File: src/hdl/streaming_multiply_xorshift_hash_core_assert.svh
// Assertion macros shared by the hash core RTL.
// Each macro expects clk and rst_n in scope; no other dependencies.
`ifndef STREAMING_MULTIPLY_XORSHIFT_HASH_CORE_ASSERT_SVH
`define STREAMING_MULTIPLY_XORSHIFT_HASH_CORE_ASSERT_SVH
`ifndef NO_ASSERTIONS
// Same-cycle implication, checked at every rising edge out of reset.
`define SMXH_ASSERT_IMPL(label, ante, cons) \
  label: assert property (@(posedge clk) disable iff (!rst_n) (ante) |-> (cons)) \
    else $error("smxh: same-cycle implication violated");
// Next-cycle implication, checked at every rising edge out of reset.
`define SMXH_ASSERT_NEXT(label, ante, cons) \
  label: assert property (@(posedge clk) disable iff (!rst_n) (ante) |=> (cons)) \
    else $error("smxh: next-cycle implication violated");
`else
`define SMXH_ASSERT_IMPL(label, ante, cons)
`define SMXH_ASSERT_NEXT(label, ante, cons)
`endif
`endif

File: src/hdl/smxh_pkg.sv
// Shared types and constants for the multiply/xorshift hash core.
// No dependencies; imported by every module of the core.
package smxh_pkg;

  localparam int unsigned WORD_W = 64;
  localparam int unsigned BYTE_W = 8;
  localparam int unsigned DEFAULT_QUEUE_DEPTH = 4;

  localparam logic [WORD_W-1:0] GOLDEN_CONST = 64'h9e37_79b9_7f4a_7c15;
  localparam logic [WORD_W-1:0] WORD_MULT    = 64'hff51_afd7_ed55_8ccd;
  localparam logic [WORD_W-1:0] FINAL_MULT   = 64'hc4ce_b9fe_1a85_ec53;
  localparam int unsigned MIX_SHIFT = 33;

  localparam logic [1:0] MODE_START  = 2'd0;
  localparam logic [1:0] MODE_DATA   = 2'd1;
  localparam logic [1:0] MODE_FINISH = 2'd2;

  // Work handed from the front end to the mixing back end.
  typedef enum logic [1:0] {
    OP_START,
    OP_MIX_WORD,
    OP_MIX_FINAL
  } smxh_op_t;

  typedef struct packed {
    smxh_op_t          op;
    logic [WORD_W-1:0] data;
  } smxh_entry_t;

endpackage

File: src/hdl/streaming_multiply_xorshift_hash_core.sv
// Top level of the streaming multiply/xorshift 64-bit hash core.
// Depends on smxh_pkg, smxh_queue, smxh_front, smxh_back and the assertion header.
//
// Channel   Direction  Handshake          Payload
// in_       input      in_valid/in_stall  in_mode, in_data_byte, in_seed, in_length
// out_      output     out_valid/out_stall out_hash_value (one per finish transaction)
//
// Data bytes are taken one per cycle; the byte stream never waits on the mixer
// as long as the queue has room. The back end takes a start while idle; a full
// word or finish forms the partial products while idle, then the sum and
// xorshift in the mix state, popping nothing until the accumulator is updated.
// Reset is synchronous and clears the accumulator, the partial word and the
// queue. A stalled digest holds the back end; the queue then fills, raising in_stall.
`include "streaming_multiply_xorshift_hash_core_assert.svh"

module streaming_multiply_xorshift_hash_core #(
  parameter int unsigned QUEUE_DEPTH = smxh_pkg::DEFAULT_QUEUE_DEPTH
) (
  input  logic        clk,
  input  logic        rst_n,
  input  logic        in_valid,
  output logic        in_stall,
  input  logic [1:0]  in_mode,
  input  logic [7:0]  in_data_byte,
  input  logic [63:0] in_seed,
  input  logic [63:0] in_length,
  output logic        out_valid,
  input  logic        out_stall,
  output logic [63:0] out_hash_value
);
  import smxh_pkg::*;

  logic        q_push;
  logic        q_pop;
  logic        q_full;
  logic        q_empty;
  smxh_entry_t push_entry;
  smxh_entry_t pop_entry;

  smxh_front u_front (
    .clk          (clk),
    .rst_n        (rst_n),
    .in_valid     (in_valid),
    .in_stall     (in_stall),
    .in_mode      (in_mode),
    .in_data_byte (in_data_byte),
    .in_seed      (in_seed),
    .in_length    (in_length),
    .q_full       (q_full),
    .q_push       (q_push),
    .q_entry      (push_entry)
  );

  smxh_queue #(
    .DEPTH (QUEUE_DEPTH)
  ) u_queue (
    .clk        (clk),
    .rst_n      (rst_n),
    .push       (q_push),
    .push_entry (push_entry),
    .pop        (q_pop),
    .pop_entry  (pop_entry),
    .full       (q_full),
    .empty      (q_empty)
  );

  smxh_back u_back (
    .clk            (clk),
    .rst_n          (rst_n),
    .q_empty        (q_empty),
    .q_entry        (pop_entry),
    .q_pop          (q_pop),
    .out_valid      (out_valid),
    .out_stall      (out_stall),
    .out_hash_value (out_hash_value)
  );

  // A transaction that needs mixing must never be written into a full queue.
  `SMXH_ASSERT_IMPL(a_no_push_when_full, q_push, !q_full)
  `SMXH_ASSERT_IMPL(a_no_pop_when_empty, q_pop, !q_empty)
  `SMXH_ASSERT_IMPL(a_finish_queued,
      in_valid && !in_stall && (in_mode == MODE_FINISH), q_push)
  `SMXH_ASSERT_NEXT(a_start_pending,
      in_valid && !in_stall && (in_mode == MODE_START), !q_empty)

endmodule

File: src/hdl/smxh_queue.sv
// Small register queue between the front end and the back end.
// Depends on smxh_pkg for the entry type.
module smxh_queue #(
  parameter int unsigned DEPTH = smxh_pkg::DEFAULT_QUEUE_DEPTH
) (
  input  logic                 clk,
  input  logic                 rst_n,
  input  logic                 push,
  input  smxh_pkg::smxh_entry_t push_entry,
  input  logic                 pop,
  output smxh_pkg::smxh_entry_t pop_entry,
  output logic                 full,
  output logic                 empty
);
  import smxh_pkg::*;

  localparam int unsigned PTR_W = (DEPTH > 1) ? $clog2(DEPTH) : 1;
  localparam int unsigned CNT_W = $clog2(DEPTH + 1);

  smxh_entry_t      slots_r [DEPTH];
  logic [PTR_W-1:0] wr_ptr_r, wr_ptr_nxt;
  logic [PTR_W-1:0] rd_ptr_r, rd_ptr_nxt;
  logic [CNT_W-1:0] count_r, count_nxt;

  assign full      = (count_r == CNT_W'(DEPTH));
  assign empty     = (count_r == '0);
  assign pop_entry = slots_r[rd_ptr_r];

  always_comb begin
    wr_ptr_nxt = wr_ptr_r;
    rd_ptr_nxt = rd_ptr_r;
    count_nxt  = count_r;
    if (push) begin
      wr_ptr_nxt = (wr_ptr_r == PTR_W'(DEPTH - 1)) ? '0 : PTR_W'(wr_ptr_r + 1'b1);
    end
    if (pop) begin
      rd_ptr_nxt = (rd_ptr_r == PTR_W'(DEPTH - 1)) ? '0 : PTR_W'(rd_ptr_r + 1'b1);
    end
    if (push && !pop) begin
      count_nxt = CNT_W'(count_r + 1'b1);
    end else if (pop && !push) begin
      count_nxt = CNT_W'(count_r - 1'b1);
    end
  end

  always_ff @(posedge clk) begin
    if (!rst_n) begin
      wr_ptr_r <= '0;
      rd_ptr_r <= '0;
      count_r  <= '0;
    end else begin
      wr_ptr_r <= wr_ptr_nxt;
      rd_ptr_r <= rd_ptr_nxt;
      count_r  <= count_nxt;
    end
  end

  always_ff @(posedge clk) begin
    if (push) begin
      slots_r[wr_ptr_r] <= push_entry;
    end
  end

endmodule

File: src/hdl/smxh_front.sv
// Front end: accepts transactions, packs bytes into words, and queues mix work.
// Depends on smxh_pkg for modes, constants and the entry type.
module smxh_front (
  input  logic                  clk,
  input  logic                  rst_n,
  input  logic                  in_valid,
  output logic                  in_stall,
  input  logic [1:0]            in_mode,
  input  logic [7:0]            in_data_byte,
  input  logic [63:0]           in_seed,
  input  logic [63:0]           in_length,
  input  logic                  q_full,
  output logic                  q_push,
  output smxh_pkg::smxh_entry_t q_entry
);
  import smxh_pkg::*;

  logic [WORD_W-1:0] partial_r, partial_nxt;
  logic [2:0]        count_r, count_nxt;
  logic [WORD_W-1:0] merged;
  logic              accept;

  assign in_stall = q_full;
  assign accept   = in_valid && !q_full;
  assign merged   = partial_r | ({{(WORD_W-BYTE_W){1'b0}}, in_data_byte} << {count_r, 3'b000});

  always_comb begin
    partial_nxt  = partial_r;
    count_nxt    = count_r;
    q_push       = 1'b0;
    q_entry.op   = OP_START;
    q_entry.data = in_seed ^ (GOLDEN_CONST + in_length);
    if (accept) begin
      unique case (in_mode)
        MODE_START: begin
          q_push      = 1'b1;
          partial_nxt = '0;
          count_nxt   = '0;
        end
        MODE_DATA: begin
          if (count_r == 3'd7) begin
            // Eighth byte completes a word; hand it to the back end.
            q_push       = 1'b1;
            q_entry.op   = OP_MIX_WORD;
            q_entry.data = merged;
            partial_nxt  = '0;
            count_nxt    = '0;
          end else begin
            partial_nxt = merged;
            count_nxt   = 3'(count_r + 3'd1);
          end
        end
        MODE_FINISH: begin
          // The partial word stays as it is after a finish.
          q_push       = 1'b1;
          q_entry.op   = OP_MIX_FINAL;
          q_entry.data = partial_r;
        end
        default: begin
        end
      endcase
    end
  end

  always_ff @(posedge clk) begin
    if (!rst_n) begin
      partial_r <= '0;
      count_r   <= '0;
    end else begin
      partial_r <= partial_nxt;
      count_r   <= count_nxt;
    end
  end

endmodule

File: src/hdl/smxh_back.sv
// Back end: owns the accumulator and runs the multiply/xorshift mix over its idle and mix states.
// Depends on smxh_pkg for constants and the entry type.
module smxh_back (
  input  logic                  clk,
  input  logic                  rst_n,
  input  logic                  q_empty,
  input  smxh_pkg::smxh_entry_t q_entry,
  output logic                  q_pop,
  output logic                  out_valid,
  input  logic                  out_stall,
  output logic [63:0]           out_hash_value
);
  import smxh_pkg::*;

  typedef enum logic {
    BK_IDLE,
    BK_MIX
  } back_state_t;

  back_state_t       state_r;
  logic [WORD_W-1:0] acc_r;
  logic              final_r;
  logic              out_valid_r, out_valid_nxt;
  logic [WORD_W-1:0] out_hash_r;

  // Low 64 bits of the product split into three 32x32 partial products.
  logic [63:0]       p_ll_r, p_ll_nxt;
  logic [31:0]       p_hl_r, p_hl_nxt;
  logic [31:0]       p_lh_r, p_lh_nxt;

  logic [WORD_W-1:0] mix_in;
  logic [WORD_W-1:0] mult;
  logic [WORD_W-1:0] prod;
  logic [WORD_W-1:0] mixed;
  logic              out_free;
  logic              load_digest;

  assign out_valid      = out_valid_r;
  assign out_hash_value = out_hash_r;
  assign out_free       = !out_valid_r || !out_stall;
  assign q_pop          = (state_r == BK_IDLE) && !q_empty;
  assign load_digest    = (state_r == BK_MIX) && final_r && out_free;
  assign out_valid_nxt  = load_digest || (out_valid_r && out_stall);

  always_comb begin
    mix_in   = acc_r ^ q_entry.data;
    mult     = (q_entry.op == OP_MIX_FINAL) ? FINAL_MULT : WORD_MULT;
    p_ll_nxt = mix_in[31:0] * mult[31:0];
    p_hl_nxt = mix_in[63:32] * mult[31:0];
    p_lh_nxt = mix_in[31:0] * mult[63:32];
    prod     = p_ll_r + {32'(p_hl_r + p_lh_r), 32'd0};
    mixed    = prod ^ (prod >> MIX_SHIFT);
  end

  always_ff @(posedge clk) begin
    if (!rst_n) begin
      state_r     <= BK_IDLE;
      acc_r       <= '0;
      final_r     <= 1'b0;
      out_valid_r <= 1'b0;
    end else begin
      out_valid_r <= out_valid_nxt;
      unique case (state_r)
        BK_IDLE: begin
          if (!q_empty) begin
            case (q_entry.op) inside
              OP_START: begin
                acc_r <= q_entry.data;
              end
              OP_MIX_WORD, OP_MIX_FINAL: begin
                p_ll_r  <= p_ll_nxt;
                p_hl_r  <= p_hl_nxt;
                p_lh_r  <= p_lh_nxt;
                final_r <= (q_entry.op == OP_MIX_FINAL);
                state_r <= BK_MIX;
              end
              default: begin
              end
            endcase
          end
        end
        BK_MIX: begin
          // A digest waits here until the output register is free.
          if (!final_r || out_free) begin
            acc_r   <= mixed;
            state_r <= BK_IDLE;
            if (final_r) begin
              out_hash_r <= mixed;
            end
          end
        end
        default: begin
          state_r <= BK_IDLE;
        end
      endcase
    end
  end

endmodule
File: config.mk
export PLATFORM = sky130hd
export DESIGN_NAME = streaming_multiply_xorshift_hash_core
export DESIGN_NICKNAME = d
export VERILOG_FILES = /design/src/hdl/smxh_pkg.sv /design/src/hdl/streaming_multiply_xorshift_hash_core.sv /design/src/hdl/smxh_queue.sv /design/src/hdl/smxh_front.sv /design/src/hdl/smxh_back.sv
export VERILOG_INCLUDE_DIRS = /design/src /design/src/hdl
export SDC_FILE = /design/constraint.sdc
export NUM_CORES = 2
export LEC_CHECK = 0
export BUFFER_PORTS_ARGS = -buffer_cell sky130_fd_sc_hd__buf_2
export CORE_ASPECT_RATIO = 2
export CORE_MARGIN = 4
export CORE_UTILIZATION = 40
export CTS_CLUSTER_SIZE = 25
export DETAILED_ROUTE_END_ITERATION = 10
export PLACE_DENSITY = 0.55
export SLEW_MARGIN = 40
export SYNTH_ARGS = -nofsm -noshare
export SYNTH_HDL_FRONTEND = slang
export SYNTH_HIERARCHICAL = 1
export SYNTH_SLANG_ARGS = --single-unit
File: constraint.sdc
create_clock -name clk -period 28.9 [get_ports clk]
set_input_delay 5.78 -clock clk [delete_from_list [all_inputs] [get_ports clk]]
set_output_delay 5.78 -clock clk [all_outputs]
set_load 0.02 [all_outputs]
==> impl_summary.txt <==
----------------------------------------------------
[Logic synthesis]
  Total of warnings raised by yosys ... 6
  Compound-gate portion of the synthesized area ... under 10%
  Number of enable-type register cells in the synthesized netlist ... 456
  Proportion of synthesized chip area in sequential cells ... between 20% and 30%
  Post-synthesis share of cell area spent on xor and xnor gates ... about 6%
  Synthesized area per cell ... ~11 sq um
  Top cell type's share of synthesized area ... a little under a third
  Main flop type after synthesis ... sky130_fd_sc_hd__edfxtp_1
  Cell count after synthesis ... around 7.0k
  Post-synth design cell area ... 76070 sq um
  Main combinational cell family by area after synthesis ... adder cells
  Cell taking the most area after synthesis ... sky130_fd_sc_hd__fa_1
  Cells taking the most area after synthesis ... sky130_fd_sc_hd__fa_1 31%, sky130_fd_sc_hd__edfxtp_1 18%, sky130_fd_sc_hd__ha_1 15%
  Number of distinct library cell variants in the gate-level netlist after synthesis ... just under 100
  Post-synth top cells ... 1467 x sky130_fd_sc_hd__inv_1, 1177 x sky130_fd_sc_hd__fa_1, 932 x sky130_fd_sc_hd__ha_1, 456 x sky130_fd_sc_hd__edfxtp_1, 340 x sky130_fd_sc_hd__xnor2_1
  Post-synthesis share of cell area spent on and, or, nand and nor gates ... 6.326%
  Synth Area in Adders ... roughly 46%
  Cell with the most instances after synthesis ... sky130_fd_sc_hd__inv_1
  Async SR Flop Fraction ... 0%
  Synth Register Bits ... 599
  Multiplexer share of the synthesized area ... 2.414%

[Clocking]
  Number of buffers on the longest clock path ... 3
  Total clock sinks ... ~600
  Worst-path clk slew ... approximately 0.070 ns
  Buffer type at the clock tree root ... sky130_fd_sc_hd__clkbuf_16
  Num CTS Buffers ... between 50 and 60
  Later-pin clock latency in the skew report ... 0.72 ns
  Number of setup buffers added after CTS ... 0
  H-Tree Level Count ... 2
  Hold buffer count at cts ... 0
  TritonCTS clock tree ... yes
  # resized after CTS ... 0

[STA]
  Setup repair after global routing missed its margin ... false
  Post-route minimum period ... 11.91 ns
  Minimum setup slack in the final design ... ~17 ns
  Total of endpoints with negative setup slack in the final report ... 0
  Final period util ... between 40% and 50%
  Worst hold slack ... between 0.4 and 0.5 ns
  Remaining max-slew budget at the tightest pin ... 32.54%
  Max Freq ... roughly 84 MHz
  Final Hold Fails ... 0
  Actual slew at the worst max-slew pin ... between 1 and 1.5 ns
  Sum Neg Setup Slack ... 0 ns
  Final Max Slew Viols ... 0
  Maximum clock skew at final layout ... about 0.12 ns

[Critical path]
  Worst-path cell with the longest stage delay ... sky130_fd_sc_hd__inv_1
  Largest stage delay, worst path ... 0.68 ns
  Critical path start-end classification ... flip-flop to flip-flop
  Kind of start point of the critical path ... flip-flop
  Data required time at the worst endpoint ... 29.39 ns
  Worst-case register-to-register setup slack ... around 17 ns
  Data arrival, critical path ... 12.40 ns
  Category of the worst setup path capture point ... flip-flop
  Crit Reg-Reg Endpoint ... u_back/p_ll_r[56]
  Worst Path Max Fanout ... 84
  Crit-path most repeated cell ... sky130_fd_sc_hd__fa_1
  Depth of the worst register-to-register path ... 31

[Cells and area]
  Total area of multi-input combinational cells ... ~54000 sq um
  Layout Nets ... about 9.5k
  Layout area overhead ... 9.051%
  Share of post-route cells with drive strength above 1 ... a little under 9%
  Fraction of the core area covered by cells at the end of the flow ... between 40% and 50%
  Register Area ... between 15000 and 20000 sq um
  Number of inserted filler cells in the final layout ... 18.12k

[Floorplan]
  Starting density of the core ... 40.15%
  IO Pins ... 208
  Site Rows ... roughly 230
  Area inside the core boundary ... approximately 190000 sq um
  Die outline width ... 316.4 um
  Die outline height ... around 620 um
  Die area ... 197600 sq um

[Global route]
  First-pass GRT wire length ... 407600 um
  Maximum number of pins on one net before global-route repair ... between 80 and 90
  Number of antenna violations at the first check in global routing ... 7
  GR Overflow Total ... 0
  Tot GR Track Use ... between 20% and 30%
  Number of global-route vias before repair ... 58.25k

[Route]
  Count of routing violations after the opening detailed-route iteration ... between 3k and 4k
  Routed Wire Length ... 286200 um
  WL per Instance ... 29.31 um
  Drt pass-1 iters ... 6
  Remaining number of nets flagged by the antenna check after routing ... 0
  Via total after detailed routing ... approximately 53k
  Detailed-route vias per instance ... between 5 and 6
  DRC ... 0

[Min path]
  Worst Hold Endpoint ... u_back/acc_r[19]
  Worst Hold Depth ... 2
  Min-delay src ... u_back/acc_r[19]
  Class of the tightest hold or removal check ... flip-flop to flip-flop

[Job]
  Max-cap check violation count ... 0

[Placement]
  Placement-stage worst setup slack ... about 17 ns
  HPWL reported at the end of detailed placement ... about 250000 um
  Port Buffer Count ... roughly 210
  Routability cong. ... between 1 and 1.5

[Status]
  Run status ... finished, final reports clean

----------------------------------------------------
[how the worst max path moves through the flow]
stage	slack, ns	cells after the start	end	start
floorplan	18.88	4	u_back/out_hash_value[0]	rst_n
global placement	16.67	27	u_back/p_ll_r[63]	flip-flop
detailed placement	17.10	31	u_back/p_ll_r[56]	flip-flop
CTS	17.00	31	u_back/p_ll_r[56]	flip-flop
global route	16.68	31	u_back/p_ll_r[56]	flip-flop
finish	16.99	31	u_back/p_ll_r[56]	flip-flop
[flip-flops by register name, indices dropped and copies added, names as in the netlist, named ones only]
register	flops
u_back/acc_r	64
u_back/final_r	1
u_back/out_hash_value	64
u_back/out_valid	1
u_back/p_hl_r	32
u_back/p_lh_r	32
u_back/p_ll_r	64
u_back/state_r	1
u_front/count_r	3
u_front/partial_r	64
u_queue/count_r	3
u_queue/rd_ptr_r	2
u_queue/slots_r	264
u_queue/wr_ptr_r	2
[worst max-delay path, delay by kind of cell (launching register included)]
kind	cells	cell delay, ns
xor+xnor	2	0.58
fa+ha+maj	10	4.78
simple gates	7	1.95
flops	1	0.55
buf+inv	7	2.22
mux	1	0.40
compound gates	4	1.13
[area by class of cell]
type                       count  share of cell area, %
multi-input combinational   4731                  64.70
sequential                   599                  19.97
inverter                    1481                  6.705
tap                         2508                  3.783
timing repair buffer         334                  2.434
clock buffer                  70                  1.777
clock inverter                36                 0.6138
antenna                        6                0.01810
[layer usage]
metal / GRT usage (%) / routed length (um)
met1: 28.31 / 90820
met2: 53.35 / 149200
met3: 3.666 / 11560
met4: 26.50 / 34560
met5: 0 / 27
[placed cells by master (no fill, tap or decap), types with 63 or more instances in the layout]
master / Yosys / layout
sky130_fd_sc_hd__ha_1: 932 / 930
sky130_fd_sc_hd__dfxtp_1: 143 / 140
sky130_fd_sc_hd__buf_4: 5 / 124
sky130_fd_sc_hd__o21ai_0: 124 / 123
sky130_fd_sc_hd__a21o_1: 135 / 133
sky130_fd_sc_hd__mux4_2: 66 / 66
sky130_fd_sc_hd__edfxtp_1: 456 / 456
sky130_fd_sc_hd__buf_2: 8 / 206
sky130_fd_sc_hd__o22ai_1: 66 / 66
sky130_fd_sc_hd__xor2_1: 188 / 164
sky130_fd_sc_hd__a21oi_1: 281 / 278
sky130_fd_sc_hd__a22oi_1: 130 / 130
sky130_fd_sc_hd__xnor2_1: 340 / 323
sky130_fd_sc_hd__nand3_1: 63 / 63
sky130_fd_sc_hd__nand2_1: 195 / 194
sky130_fd_sc_hd__nor2b_1: 102 / 102
sky130_fd_sc_hd__inv_1: 1467 / 1465
sky130_fd_sc_hd__nor2_1: 298 / 289
sky130_fd_sc_hd__fa_1: 1177 / 1177
[per-stage QoR]
step,std cells,cell area (sq um)
2_1_floorplan,7000,76100
5_1_grt,9763,82950
4_1_cts,9758,82860
3_5_place_dp,9652,80880
3_3_place_gp,9651,80650
6_report,9765,82960
[cell families after synthesis]
kind of cell,Yosys count
AOI/OAI and AO/OA,996
xor gates and xnor gates,531
adders and majority gates,2115
buffers and inverters,1670
DFF,599
muxes,101
other,2
and+or+nand+nor,978
Power is left out: the tool's default activity adds up to more than one toggle a clock period on the data nets, which glitch-free logic cannot reach.
